`src/sv/lcd4_pkg.sv`:
```
// Shared types, constants and tables for the 4-bit character LCD controller.
// Used by every module of the block; depends on nothing else.
package lcd4_pkg;

    // Default values of the top-level parameters.
    localparam int TICK_COUNTER_BITS_DEF  = 20;
    localparam int INIT_COMMAND_COUNT_DEF = 6;

    // Configuration port.
    localparam int CFG_INDEX_W = 2;
    localparam int CFG_DATA_W  = 20;

    localparam logic [CFG_INDEX_W-1:0] CFG_POWERUP_WAIT   = 2'd0;
    localparam logic [CFG_INDEX_W-1:0] CFG_INIT_PULSE     = 2'd1;
    localparam logic [CFG_INDEX_W-1:0] CFG_INIT_LONG_GAP  = 2'd2;
    localparam logic [CFG_INDEX_W-1:0] CFG_BUS_PULSE      = 2'd3;

    localparam int POWERUP_W = 20;
    localparam int INIT_W    = 16;
    localparam int BUS_W     = 8;
    localparam int LEN_W     = 20;

    localparam logic [POWERUP_W-1:0] POWERUP_WAIT_RST  = 20'd60000;
    localparam logic [INIT_W-1:0]    INIT_PULSE_RST    = 16'd1000;
    localparam logic [INIT_W-1:0]    INIT_LONG_GAP_RST = 16'd5000;
    localparam logic [BUS_W-1:0]     BUS_PULSE_RST     = 8'd1;

    // Request codes carried in the cmd field.
    localparam logic [1:0] CMD_TICK   = 2'd0;
    localparam logic [1:0] CMD_INSTR  = 2'd1;
    localparam logic [1:0] CMD_CHAR   = 2'd2;
    localparam logic [1:0] CMD_CURSOR = 2'd3;

    // Nibble levels on the data lines.
    localparam logic [3:0] NIB_WAKE     = 4'h3;
    localparam logic [3:0] NIB_FOURBIT  = 4'h2;
    localparam logic [3:0] NIB_RELEASED = 4'hF;

    // Short queue between the classifier and the sequencer.
    localparam int QUEUE_DEPTH = 2;

    typedef enum logic [2:0] {
        PH_POWERUP,
        PH_INIT,
        PH_WRITE,
        PH_POLL,
        PH_IDLE
    } phase_t;

    typedef struct packed {
        logic [1:0] cmd;
        logic [7:0] byte_value;
        logic [2:0] cursor_row;
        logic [4:0] cursor_column;
        logic       busy_in;
    } item_t;

    typedef struct packed {
        logic       reg_select;
        logic       read_write;
        logic       enable;
        logic [3:0] nibble;
        logic       drive_bus;
        logic       ready_res;
        logic       accepted;
    } result_t;

    // A classified beat as the sequencer sees it.
    typedef struct packed {
        logic       req;
        logic       is_data;
        logic [7:0] pend_byte;
        logic       busy;
    } cls_t;

    // Timing registers handed to the sequencer.
    typedef struct packed {
        logic [POWERUP_W-1:0] powerup_wait;
        logic [INIT_W-1:0]    init_pulse;
        logic [INIT_W-1:0]    init_long_gap;
        logic [BUS_W-1:0]     bus_pulse;
    } timing_t;

    // DDRAM base address of each display row.
    function automatic logic [7:0] cursor_base(input logic [1:0] row_idx);
        logic [7:0] base;
        case (row_idx)
            2'd0:    base = 8'h80;
            2'd1:    base = 8'hC0;
            2'd2:    base = 8'h90;
            default: base = 8'hD0;
        endcase
        return base;
    endfunction

    // Instructions written after the wake-up pulses; spare entries hold
    // display-on with blinking cursor.
    function automatic logic [7:0] init_seq(input logic [2:0] idx);
        logic [7:0] val;
        case (idx)
            3'd0:    val = 8'h28;
            3'd1:    val = 8'h01;
            3'd2:    val = 8'h08;
            3'd3:    val = 8'h0C;
            3'd4:    val = 8'h06;
            3'd5:    val = 8'h01;
            default: val = 8'h0F;
        endcase
        return val;
    endfunction

endpackage

```
`src/sv/char_lcd_4bit_controller_unit.sv`:
```
// Top level of the 4-bit character LCD controller: timing registers and the
// front, queue and sequencer stages. Depends on lcd4_pkg, lcd4_front,
// lcd4_queue and lcd4_seq.

// Each input beat is one display tick and may carry a request: write an
// instruction byte, write a character byte, or move the cursor to a row of one
// to four and a one-based column. Every input beat yields exactly one result
// beat with the RS, RW, E and DB4 to DB7 levels for that tick, the bus drive
// flag, an idle flag and an accepted flag; a request is taken only when the
// idle flag of the same result beat is high, otherwise it is dropped with
// accepted low. After reset the controller holds nibble 3 for the power-up
// wait, gives the wake-up pulses and the switch to four-bit mode, writes the
// six start-up instructions, and polls the busy flag after every byte before
// going idle. All timing is counted in input beats, not clocks, through the
// four timing registers written on the configuration port (cfg_ready is always
// high; write them only while no results are outstanding). The block takes one
// beat per clock while the queue is not full: the front classifier feeds a
// two-entry queue, and the sequencer consumes one queued beat per clock into a
// registered result stage whenever the result side keeps up, so each accepted
// beat is held in the queue and then registered as its result beat.
module char_lcd_4bit_controller_unit
#(
    parameter int TICK_COUNTER_BITS  = lcd4_pkg::TICK_COUNTER_BITS_DEF,
    parameter int INIT_COMMAND_COUNT = lcd4_pkg::INIT_COMMAND_COUNT_DEF
)
(
    input  logic                             clk,
    input  logic                             rst_n,
    input  logic                             item_valid,
    output logic                             item_ready,
    input  lcd4_pkg::item_t                  item,
    output logic                             result_valid,
    input  logic                             result_ready,
    output lcd4_pkg::result_t                result,
    input  logic                             cfg_valid,
    output logic                             cfg_ready,
    input  logic [lcd4_pkg::CFG_INDEX_W-1:0] cfg_index,
    input  logic [lcd4_pkg::CFG_DATA_W-1:0]  cfg_data
);

    lcd4_pkg::timing_t timing_reg;
    lcd4_pkg::cls_t    cls;
    lcd4_pkg::cls_t    head;
    logic              head_valid;
    logic              q_full;
    logic              pop;

    // Register writes never stall.
    assign cfg_ready  = 1'b1;
    assign item_ready = !q_full;

    always_ff @(posedge clk or negedge rst_n)
    begin
        if (!rst_n)
        begin
            timing_reg.powerup_wait  <= lcd4_pkg::POWERUP_WAIT_RST;
            timing_reg.init_pulse    <= lcd4_pkg::INIT_PULSE_RST;
            timing_reg.init_long_gap <= lcd4_pkg::INIT_LONG_GAP_RST;
            timing_reg.bus_pulse     <= lcd4_pkg::BUS_PULSE_RST;
        end
        else if (cfg_valid)
        begin
            unique case (cfg_index)
                lcd4_pkg::CFG_POWERUP_WAIT:
                    timing_reg.powerup_wait <= cfg_data[lcd4_pkg::POWERUP_W-1:0];
                lcd4_pkg::CFG_INIT_PULSE:
                    timing_reg.init_pulse <= cfg_data[lcd4_pkg::INIT_W-1:0];
                lcd4_pkg::CFG_INIT_LONG_GAP:
                    timing_reg.init_long_gap <= cfg_data[lcd4_pkg::INIT_W-1:0];
                default:
                    timing_reg.bus_pulse <= cfg_data[lcd4_pkg::BUS_W-1:0];
            endcase
        end
    end

    lcd4_front u_front
    (
        .item (item),
        .cls  (cls)
    );

    lcd4_queue u_queue
    (
        .clk       (clk),
        .rst_n     (rst_n),
        .push      (item_valid && item_ready),
        .push_data (cls),
        .pop       (pop),
        .head      (head),
        .not_empty (head_valid),
        .full      (q_full)
    );

    lcd4_seq
    #(
        .TICK_COUNTER_BITS  (TICK_COUNTER_BITS),
        .INIT_COMMAND_COUNT (INIT_COMMAND_COUNT)
    )
    u_seq
    (
        .clk          (clk),
        .rst_n        (rst_n),
        .timing       (timing_reg),
        .head         (head),
        .head_valid   (head_valid),
        .pop          (pop),
        .result       (result),
        .result_valid (result_valid),
        .result_ready (result_ready)
    );

endmodule

```
`src/sv/lcd4_front.sv`:
```
// Front classifier: decodes one input beat into a request flag and the byte
// to be written. Depends on lcd4_pkg.
module lcd4_front
(
    input  lcd4_pkg::item_t item,
    output lcd4_pkg::cls_t  cls
);

    logic [1:0] row_idx;
    logic [7:0] cursor_addr;
    logic       row_ok;

    assign row_idx     = 2'(item.cursor_row - 3'd1);
    assign row_ok      = (item.cursor_row >= 3'd1) && (item.cursor_row <= 3'd4);
    // Column is one based; the address wraps within the byte.
    assign cursor_addr = lcd4_pkg::cursor_base(row_idx) + {3'b000, item.cursor_column} - 8'd1;

    always_comb
    begin
        cls.busy      = item.busy_in;
        cls.req       = 1'b0;
        cls.is_data   = 1'b0;
        cls.pend_byte = item.byte_value;
        unique case (item.cmd)
            lcd4_pkg::CMD_INSTR:
            begin
                cls.req = 1'b1;
            end
            lcd4_pkg::CMD_CHAR:
            begin
                cls.req     = 1'b1;
                cls.is_data = 1'b1;
            end
            lcd4_pkg::CMD_CURSOR:
            begin
                cls.req       = row_ok;
                cls.pend_byte = cursor_addr;
            end
            default:
            begin
                cls.req = 1'b0;
            end
        endcase
    end

endmodule

```
`src/sv/lcd4_queue.sv`:
```
// Short FIFO of classified beats between the front classifier and the
// sequencer. Depends on lcd4_pkg for the entry type and depth.
module lcd4_queue
(
    input  logic           clk,
    input  logic           rst_n,
    input  logic           push,
    input  lcd4_pkg::cls_t push_data,
    input  logic           pop,
    output lcd4_pkg::cls_t head,
    output logic           not_empty,
    output logic           full
);

    localparam int DEPTH = lcd4_pkg::QUEUE_DEPTH;
    localparam int PTR_W = (DEPTH > 1) ? $clog2(DEPTH) : 1;
    localparam int CNT_W = $clog2(DEPTH + 1);

    lcd4_pkg::cls_t    mem_reg [DEPTH];
    logic [PTR_W-1:0]  wr_ptr_reg;
    logic [PTR_W-1:0]  wr_ptr_next;
    logic [PTR_W-1:0]  rd_ptr_reg;
    logic [PTR_W-1:0]  rd_ptr_next;
    logic [CNT_W-1:0]  count_reg;
    logic [CNT_W-1:0]  count_next;

    assign not_empty = (count_reg != '0);
    assign full      = (count_reg == CNT_W'(DEPTH));
    assign head      = mem_reg[rd_ptr_reg];

    always_comb
    begin
        wr_ptr_next = wr_ptr_reg;
        rd_ptr_next = rd_ptr_reg;
        count_next  = count_reg;
        if (push)
        begin
            wr_ptr_next = (wr_ptr_reg == PTR_W'(DEPTH - 1)) ? '0 : wr_ptr_reg + 1'b1;
        end
        if (pop)
        begin
            rd_ptr_next = (rd_ptr_reg == PTR_W'(DEPTH - 1)) ? '0 : rd_ptr_reg + 1'b1;
        end
        if (push && !pop)
        begin
            count_next = count_reg + 1'b1;
        end
        else if (pop && !push)
        begin
            count_next = count_reg - 1'b1;
        end
    end

    always_ff @(posedge clk or negedge rst_n)
    begin
        if (!rst_n)
        begin
            wr_ptr_reg <= '0;
            rd_ptr_reg <= '0;
            count_reg  <= '0;
        end
        else
        begin
            wr_ptr_reg <= wr_ptr_next;
            rd_ptr_reg <= rd_ptr_next;
            count_reg  <= count_next;
        end
    end

    always_ff @(posedge clk)
    begin
        if (push)
        begin
            mem_reg[wr_ptr_reg] <= push_data;
        end
    end

endmodule

```
`src/sv/lcd4_seq.sv`:
```
// Back sequencer: steps the display timing state machine once per classified
// beat and registers the pin levels for the output. Depends on lcd4_pkg.
module lcd4_seq
#(
    parameter int TICK_COUNTER_BITS  = lcd4_pkg::TICK_COUNTER_BITS_DEF,
    parameter int INIT_COMMAND_COUNT = lcd4_pkg::INIT_COMMAND_COUNT_DEF
)
(
    input  logic              clk,
    input  logic              rst_n,
    input  lcd4_pkg::timing_t timing,
    input  lcd4_pkg::cls_t    head,
    input  logic              head_valid,
    output logic              pop,
    output lcd4_pkg::result_t result,
    output logic              result_valid,
    input  logic              result_ready
);

    localparam int TCB   = TICK_COUNTER_BITS;
    localparam int CMP_W = ((TCB > lcd4_pkg::LEN_W) ? TCB : lcd4_pkg::LEN_W) + 1;

    lcd4_pkg::phase_t   phase_reg;
    lcd4_pkg::phase_t   phase_next;
    logic [2:0]         sub_reg;
    logic [2:0]         sub_next;
    logic [TCB-1:0]     tick_reg;
    logic [TCB-1:0]     tick_next;
    logic [7:0]         pend_byte_reg;
    logic [7:0]         pend_byte_next;
    logic               is_data_reg;
    logic               is_data_next;
    logic [2:0]         init_idx_reg;
    logic [2:0]         init_idx_next;
    logic               init_run_reg;
    logic               init_run_next;
    logic               busy_seen_reg;
    logic               busy_seen_next;
    lcd4_pkg::result_t  result_reg;
    lcd4_pkg::result_t  result_next;
    logic               result_valid_reg;

    logic [lcd4_pkg::LEN_W-1:0] len_raw;
    logic [lcd4_pkg::LEN_W-1:0] len;
    logic [CMP_W-1:0]           tick_inc;
    logic                       step_end;
    logic                       step;
    logic                       more_init;

    // One beat is consumed whenever the output slot is free or being emptied.
    assign step         = head_valid && (!result_valid_reg || result_ready);
    assign pop          = step;
    assign result       = result_reg;
    assign result_valid = result_valid_reg;

    always_comb
    begin
        case (phase_reg)
            lcd4_pkg::PH_POWERUP: len_raw = timing.powerup_wait;
            lcd4_pkg::PH_INIT:    len_raw = (sub_reg == 3'd1)
                                            ? lcd4_pkg::LEN_W'(timing.init_long_gap)
                                            : lcd4_pkg::LEN_W'(timing.init_pulse);
            default:              len_raw = lcd4_pkg::LEN_W'(timing.bus_pulse);
        endcase
    end

    // A length of zero behaves as one tick.
    assign len       = (len_raw == '0) ? lcd4_pkg::LEN_W'(1) : len_raw;
    assign tick_inc  = CMP_W'(tick_reg) + CMP_W'(1);
    assign step_end  = (tick_inc >= CMP_W'(len)) || (&tick_reg);
    assign more_init = ({1'b0, init_idx_reg} + 4'd1) < 4'(INIT_COMMAND_COUNT);

    always_comb
    begin
        phase_next     = phase_reg;
        sub_next       = sub_reg;
        tick_next      = tick_reg;
        pend_byte_next = pend_byte_reg;
        is_data_next   = is_data_reg;
        init_idx_next  = init_idx_reg;
        init_run_next  = init_run_reg;
        busy_seen_next = busy_seen_reg;

        result_next.reg_select = 1'b0;
        result_next.read_write = 1'b0;
        result_next.enable     = 1'b0;
        result_next.nibble     = lcd4_pkg::NIB_RELEASED;
        result_next.drive_bus  = 1'b0;
        result_next.ready_res  = 1'b0;
        result_next.accepted   = 1'b0;

        // Pin levels reflect the state at the start of the beat.
        unique case (phase_reg)
            lcd4_pkg::PH_POWERUP:
            begin
                result_next.nibble    = lcd4_pkg::NIB_WAKE;
                result_next.drive_bus = 1'b1;
            end
            lcd4_pkg::PH_INIT:
            begin
                result_next.enable    = ~sub_reg[0];
                result_next.nibble    = (sub_reg < 3'd6) ? lcd4_pkg::NIB_WAKE
                                                         : lcd4_pkg::NIB_FOURBIT;
                result_next.drive_bus = 1'b1;
            end
            lcd4_pkg::PH_WRITE:
            begin
                result_next.reg_select = is_data_reg;
                result_next.enable     = ~sub_reg[0];
                result_next.nibble     = (sub_reg < 3'd2) ? pend_byte_reg[7:4]
                                                          : pend_byte_reg[3:0];
                result_next.drive_bus  = 1'b1;
            end
            lcd4_pkg::PH_POLL:
            begin
                result_next.read_write = 1'b1;
                result_next.enable     = ~sub_reg[0];
            end
            default:
            begin
                result_next.read_write = 1'b1;
                result_next.ready_res  = 1'b1;
            end
        endcase

        if (phase_reg == lcd4_pkg::PH_IDLE)
        begin
            if (head.req)
            begin
                result_next.accepted = 1'b1;
                pend_byte_next       = head.pend_byte;
                is_data_next         = head.is_data;
                phase_next           = lcd4_pkg::PH_WRITE;
                sub_next             = '0;
                tick_next            = '0;
            end
        end
        else
        begin
            if ((phase_reg == lcd4_pkg::PH_POLL) && (sub_reg == 3'd0) && (tick_reg == '0))
            begin
                busy_seen_next = head.busy;
            end
            if (step_end)
            begin
                tick_next = '0;
                sub_next  = sub_reg + 3'd1;
                unique case (phase_reg)
                    lcd4_pkg::PH_POWERUP:
                    begin
                        phase_next = lcd4_pkg::PH_INIT;
                        sub_next   = '0;
                    end
                    lcd4_pkg::PH_INIT:
                    begin
                        if (sub_reg == 3'd7)
                        begin
                            init_run_next  = 1'b1;
                            init_idx_next  = '0;
                            pend_byte_next = lcd4_pkg::init_seq(3'd0);
                            is_data_next   = 1'b0;
                            phase_next     = lcd4_pkg::PH_WRITE;
                            sub_next       = '0;
                        end
                    end
                    lcd4_pkg::PH_WRITE:
                    begin
                        if (sub_reg == 3'd3)
                        begin
                            phase_next = lcd4_pkg::PH_POLL;
                            sub_next   = '0;
                        end
                    end
                    lcd4_pkg::PH_POLL:
                    begin
                        if (sub_reg == 3'd3)
                        begin
                            sub_next = '0;
                            if (!busy_seen_reg)
                            begin
                                if (init_run_reg && more_init)
                                begin
                                    init_idx_next  = init_idx_reg + 3'd1;
                                    pend_byte_next = lcd4_pkg::init_seq(init_idx_reg + 3'd1);
                                    is_data_next   = 1'b0;
                                    phase_next     = lcd4_pkg::PH_WRITE;
                                end
                                else
                                begin
                                    init_run_next = 1'b0;
                                    phase_next    = lcd4_pkg::PH_IDLE;
                                end
                            end
                        end
                    end
                    default:
                    begin
                        phase_next = phase_reg;
                    end
                endcase
            end
            else
            begin
                tick_next = tick_reg + 1'b1;
            end
        end
    end

    always_ff @(posedge clk or negedge rst_n)
    begin
        if (!rst_n)
        begin
            phase_reg     <= lcd4_pkg::PH_POWERUP;
            sub_reg       <= '0;
            tick_reg      <= '0;
            pend_byte_reg <= '0;
            is_data_reg   <= 1'b0;
            init_idx_reg  <= '0;
            init_run_reg  <= 1'b0;
            busy_seen_reg <= 1'b0;
        end
        else if (step)
        begin
            phase_reg     <= phase_next;
            sub_reg       <= sub_next;
            tick_reg      <= tick_next;
            pend_byte_reg <= pend_byte_next;
            is_data_reg   <= is_data_next;
            init_idx_reg  <= init_idx_next;
            init_run_reg  <= init_run_next;
            busy_seen_reg <= busy_seen_next;
        end
    end

    always_ff @(posedge clk or negedge rst_n)
    begin
        if (!rst_n)
        begin
            result_valid_reg <= 1'b0;
        end
        else if (step)
        begin
            result_valid_reg <= 1'b1;
        end
        else if (result_ready)
        begin
            result_valid_reg <= 1'b0;
        end
    end

    always_ff @(posedge clk)
    begin
        if (step)
        begin
            result_reg <= result_next;
        end
    end

endmodule
```
`config.mk`:
```
export PLATFORM = sky130hd
export DESIGN_NAME = char_lcd_4bit_controller_unit
export DESIGN_NICKNAME = d
export VERILOG_FILES = /design/src/sv/lcd4_pkg.sv /design/src/sv/char_lcd_4bit_controller_unit.sv /design/src/sv/lcd4_front.sv /design/src/sv/lcd4_queue.sv /design/src/sv/lcd4_seq.sv
export SDC_FILE = /design/constraint.sdc
export NUM_CORES = 1
export LEC_CHECK = 0
export BUFFER_PORTS_ARGS = -buffer_cell sky130_fd_sc_hd__buf_4
export CAP_MARGIN = 30
export CORE_ASPECT_RATIO = 1.25
export CORE_MARGIN = 3
export CORE_UTILIZATION = 41
export DETAILED_ROUTE_END_ITERATION = 10
export GPL_ROUTABILITY_DRIVEN = 0
export HOLD_SLACK_MARGIN = 0.15
export PLACE_DENSITY = 0.56
export REMOVE_ABC_BUFFERS = 1
export SYNTH_ARGS = -nofsm -noshare
export SYNTH_HDL_FRONTEND = slang
export SYNTH_SLANG_ARGS = --single-unit
```
`constraint.sdc`:
```
create_clock -name clk -period 6.2 [get_ports clk]
set_clock_uncertainty 0.1 [all_clocks]
set_input_delay 0.31 -clock clk [delete_from_list [all_inputs] [get_ports clk]]
set_output_delay 0.31 -clock clk [all_outputs]
set_load 0.005 [all_outputs]
```
Word level (Yosys, flattened, before mapping)
Memory sizes are Yosys's and may differ from the RTL's.
Index checks and enable logic that the tools add are counted.

word-level totals
  bits of input ports = 46
  output and inout port bits = 13
  logic and storage cells = 189
  memories = 1
  RAM bits = 22
  register bits after elaboration = 115

memories
  memory           depth  width  rd ports  clocked after Yosys merged registers in  write ports  line              source
  u_queue.mem_reg  2      11     1         0                                        1            lcd4_queue.sv:19  lcd4_pkg::cls_t mem_reg [DEPTH];

operators by class
  bitwise operators = 3
  $lt $le $gt $ge = 6
  eq/ne operators = 31
  add/subtract/negate cells = 12
  reduce and logical (&&, ||, !) cells = 47
  muxes and demuxes = 66

operators by type and width
  operator                                                                count
  20-bit two-way mux                                                      4
  8-bit two-way mux                                                       8
  3-bit two-way mux                                                       17
  20-bit logical NOT                                                      2
  20-bit case mux with 2 select lines                                     1
  8-bit AND reduction                                                     4
  6-bit case mux with 5 select lines                                      1
  1-bit two-way mux                                                       22
  20-bit by 1-bit adder with 21-bit output (second input constant)        1
  21-bit by 20-bit greater-or-equal comparator with 1-bit output          1
  7-bit case mux with 3 select lines                                      1
  20-bit by 1-bit adder with 20-bit output (second input constant)        1
  20-bit AND reduction                                                    1
  16-bit two-way mux                                                      1
  8-bit case mux with 2 select lines                                      1
  3-bit by 2-bit equality test with 1-bit output (second input constant)  5
  5-bit case mux with 3 select lines                                      1
  3-bit equality test (second input constant)                             4
  3-bit case mux with 4 select lines                                      1
  2-bit equality test (second input constant)                             5
  2-bit inequality test (second input constant)                           5
  2-bit AND reduction                                                     5
  2-bit nonzero test                                                      5
  3-bit by 1-bit equality test with 1-bit output (second input constant)  3
  other kinds (34)                                                        65

Logic depth before layout (Yosys ltp)
  word-level depth = 10
  mapped depth = 20
  depth with buffers taken out = 17

By module
A second synthesis with hierarchy kept.

second synthesis, totals
  cell total of the unflattened synthesis = 661
  area, all modules = 7614.8 um2

modules (own cells, without submodules)
  module                         area an instance (um2)  times used  cells each
  lcd4_seq                       3813.7                  1           420
  char_lcd_4bit_controller_unit  2338.5                  1           132
  lcd4_queue                     1018.5                  1           50
  lcd4_front                     444.2                   1           59

Worst setup path before layout
Ideal clock, no wire load.

  path kind = register to register
  start = register u_seq.sub_reg[1]
  end = register u_seq.pend_byte_reg[0]
  arrival time = 3.799 ns
  buffers on the path = 2
  path slack = 2.174 ns
  stages on the path, launching flop included = 19
  period minus slack after synthesis = 4.026 ns
  cells stage by stage = dfrtp_1 inv_1 ha_1 nor2b_2 buf_6 buf_12 mux2i_1 nor2_1 a21oi_1 nand4_1 or4_1 o21ai_1 ha_1 o2111ai_1 a21oi_1 o311ai_4 nand3_4 o21bai_4 mux2_1

on the way
  longest elaborated chain between the ends = 9

ends and longest elaborated chain
  item                                                            line             source
  from (decl)                                                     lcd4_seq.sv:25   logic [2:0] sub_reg;
  from (signal assigned)                                          lcd4_seq.sv:225  sub_reg <= sub_next;
  3-bit by 1-bit equality test with 1-bit output                  lcd4_seq.sv:60   lcd4_pkg::PH_INIT: len_raw = (sub_reg == 3'd1)
  16-bit two-way mux                                              lcd4_seq.sv:61   ? lcd4_pkg::LEN_W'(timing.init_long_gap)
  20-bit case mux with 2 select lines                             lcd4_seq.sv:58   case (phase_reg)
  20-bit logical NOT                                              lcd4_seq.sv:68   assign len = (len_raw == '0) ? lcd4_pkg::LEN_W'(1) : len_raw;
  20-bit two-way mux                                              lcd4_seq.sv:68
  21-bit by 20-bit greater-or-equal comparator with 1-bit output  lcd4_seq.sv:70   assign step_end = (tick_inc >= CMP_W'(len)) || (&tick_reg);
  1-bit logical OR                                                lcd4_seq.sv:70
  2-bit nonzero test (no line)                                    -
  8-bit AND reduction (no line) *                                 -
  to (signal assigned)                                            lcd4_seq.sv:227  pend_byte_reg <= pend_byte_next;
  to (decl)                                                       lcd4_seq.sv:29   logic [7:0] pend_byte_reg;

Every way passes the cells marked *; elsewhere a longest branch is shown, timed or not.
A chain may end at the register's enable or synchronous reset.

Worst setup path in the final report
  start = register u_seq.sub_reg[1]
  end = register u_seq.tick_reg[15]

on the way
  longest elaborated chain between the ends = 9

ends and longest elaborated chain
  item                                                              line             source
  3-bit by 1-bit equality test with 1-bit output *                  lcd4_seq.sv:60
  16-bit two-way mux *                                              lcd4_seq.sv:61
  20-bit case mux with 2 select lines *                             lcd4_seq.sv:58
  20-bit logical NOT                                                lcd4_seq.sv:68
  20-bit two-way mux *                                              lcd4_seq.sv:68
  21-bit by 20-bit greater-or-equal comparator with 1-bit output *  lcd4_seq.sv:70
  1-bit logical OR *                                                lcd4_seq.sv:70
  20-bit two-way mux *                                              lcd4_seq.sv:144  if (step_end)
  20-bit two-way mux *                                              lcd4_seq.sv:126  if (phase_reg == lcd4_pkg::PH_IDLE)
  to (signal assigned)                                              lcd4_seq.sv:226  tick_reg <= tick_next;
  to (decl)                                                         lcd4_seq.sv:27   logic [TCB-1:0] tick_reg;

Marked as above.

==> impl_metrics.toml <==
[status]
status = "complete, no violations"

[synth]
synth.distinct_cells = 74
yosys.area_share.simple = 0.130
synthTopCellsByCount = "86 x dfrtp_1, 71 x mux2_2, 47 x nand2_1"
synth.most_common_cell = "dfrtp_1"
synth_mux_area_frac = 0.149
synth-async-reset-ratio = 0.766
synth-seq-cells = 137
syn_inst = 680
syn-cell-area_um2 = 7680
synth_fa_ha_area_frac = 0.0759
synth_compound_area_frac = 0.107
synth_area_per_cell_um2 = 11.3
yosys_most_used_dff = "dfrtp_1"
yosys.area_share.xor_xnor = 0.0308
synth_edf_count = 32
synth_top_area_cell = "dfrtp_1"
synth_top_area_share = 0.280
synth_top_family_by_area = "multiplexers"
synth_warnings = 0
synth_seq_area_share = 0.470
synth_top_cells_by_area = "dfrtp_1 28%, edfxtp_1 13%, mux2_2 10%"

[cells_and_area]
final_util = 0.504
diodes = 0
area_growth_pct = 19.7
drive_gt1_frac = 0.264
largest_reg_flops = 60
fin_area_um2 = 9190
nets = 859

[routing]
firstDrtPassIters = 4
antenna_left = 0
vias = 5351
wl_per_cell_um = 16.5
drc = 0
via_per_inst = 5.31
wl_um = 16600
drt_iter0_markers = 264

[critical_path]
cp_max_fo = 23
cp_data_arrival_time_ns = 5.38
required_ns = 6.42
critPathKind = "reg2reg"
r2r_start = "u_seq.sub_reg[1]$_DFFE_PN0P_"
worstSetupStartpointType = "flop"
end_kind = "flop"
regToRegSetupSlack_ns = 1.04
worstReg2RegEnd = "u_seq.tick_reg[15]$_DFFE_PN0P_"
reg2regPathDepth = 17

[min_path]
min_to = "u_queue.mem_reg[1][4]$_DFFE_PP_"
hold_start = "item[12]"
hold_depth = 3
hold_class = "in2reg"

[cts]
tritoncts = "done"
clkTransAtPathRegs_ns = 0.06
cts_buffer_depth = 2
cts_buffers = 17
clockRootBuffer = "clkbuf_16"
htree_levels = 4
clkLatencyLatePin_ns = 0.42
cts_resized = 0
cts_sinks = 137

[floorplan]
rows = 55
die_x_um = 128
core_area_um2 = 18200
initial_core_util = 0.421
io_pins = 59
die_y_um = 159
dieArea_um2 = 20400

[timing]
worstMarginPinSlew_ns = 0.982
setup_slack_ns = 1.04
post-route-min-period_ns = 5.16
holdWs_ns = 0.184
slew_violations = 0
min_period_over_period = 0.832
fmax_mhz = 194
fin_setup_tns_ns = 0
rsz0062_at_grt = "no"
final_hold_viol_count = 0
setup_viol = 0
maxSlewHeadroom = 0.343

[run]
maxCapViolations = 0

[power]
leakagePower_nw = 4.01
powerDensity_nw_per_um2 = 387
ir_worst_vdd_uv = 193

[place]
dp_slack_ns = 1.03
hpwl_um = 12300
io_buffers = 57
placed_area_um2 = 8280

[global_routing]
grt_pass1_vias = 5561
grt_use_total = 0.169
grt_remaining_overflow = 0
grt_max_degree = 59
antenna_found_initial = 0
grt_pass1_wl_um = 27800
==> critical path, stage by stage, from the launching register on <==
cell and delay [ns]:
dfrtp_1 0.41, inv_1 0.14, ha_1 0.15, nor2b_2 0.63
buf_4 0.32, mux2i_1 0.20, nand2_1 0.06, o21ai_0 0.12
a31oi_1 0.14, or4_1 0.43, o21ai_1 0.16, ha_1 0.25
o2111ai_1 0.19, a21oi_1 0.14, o311a_1 0.42, nor3_4 0.73
o21ai_0 0.21, a31oi_1 0.24
==> how the worst max path moves through the flow <==
| stage | slack [ns] | depth (start not counted) | endpoint | from |
|---|---|---|---|---|
| floorplan | 1.60 | 16 | u_seq.tick_reg[15]$_DFFE_PN0P_ | u_seq.sub_reg[1]$_DFFE_PN0P_ |
| global placement | 1.22 | 17 | u_seq.tick_reg[15]$_DFFE_PN0P_ | u_seq.sub_reg[1]$_DFFE_PN0P_ |
| detailed placement | 1.03 | 17 | u_seq.tick_reg[15]$_DFFE_PN0P_ | u_seq.sub_reg[1]$_DFFE_PN0P_ |
| CTS | 0.98 | 17 | u_seq.tick_reg[15]$_DFFE_PN0P_ | u_seq.sub_reg[1]$_DFFE_PN0P_ |
| global route | 0.65 | 17 | u_seq.tick_reg[15]$_DFFE_PN0P_ | u_seq.sub_reg[1]$_DFFE_PN0P_ |
| finish | 1.04 | 17 | u_seq.tick_reg[15]$_DFFE_PN0P_ | u_seq.sub_reg[1]$_DFFE_PN0P_ |
==> kinds of logic after synthesis <==
group | Yosys count
xor+xnor | 27
mux | 105
compound gates | 122
simple gates | 187
flops | 137
other cells | 1
buf+inv | 55
fa+ha+maj | 46
==> layer usage <==
metal  vias to the layer above  global-route usage  part of all wire
li1                       2625                   -                 -
met3                        23              0.0339             0.029
met1                      2619               0.203              0.44
met2                        84               0.294              0.51
met4                         0              0.0681             0.024
met5                         -                   0                 0
==> layout make-up <==
cell class,instances,area (µm²)
fillers,1604,9040
clock inverters,15,165
repair buffers,98,816
multi-input cells,488,3800
well taps,228,285
inverters,25,93.8
flip-flops and latches,137,3610
clock buffers,17,425
==> layout by cell type, fill, tap and decap left out, types with 17 or more instances in the layout <==
cell	count
dfstp_2	19
dlygate4sd3_1	32
nand3_1	22
nor2_1	44
buf_4	66
inv_1	25
ha_1	45
dfrtp_1	86
a21oi_1	41
mux2_2	71
clkbuf_16	17
nand2_1	47
mux2i_1	28
edfxtp_1	32
==> stage by stage <==
| step | total power [W] | instances |
|---|---|---|
| global route | 0.00380 | 1008 |
| floorplan | 0.00214 | 650 |
| CTS | 0.00360 | 1007 |
| global placement | 0.00252 | 943 |
| finish | 0.00356 | 1008 |
| detailed placement | 0.00256 | 943 |
==> what timing repair did <==
| action | CTS | global route |
|---|---|---|
| buffers inserted | 0 | 0 |
| hold buffers | 32 | 0 |
| hold endpoints to repair | 120 | 0 |
==> report_power, final <==
part	total [W]	switching (W)	leakage, nW	internal [W]
registers	0.00134	0.000150	1.56	0.00119
clock network	0.00101	0.000410	0.285	0.000601
logic	0.00121	0.000680	2.16	0.000532
Power figures use the tool's default switching activity.
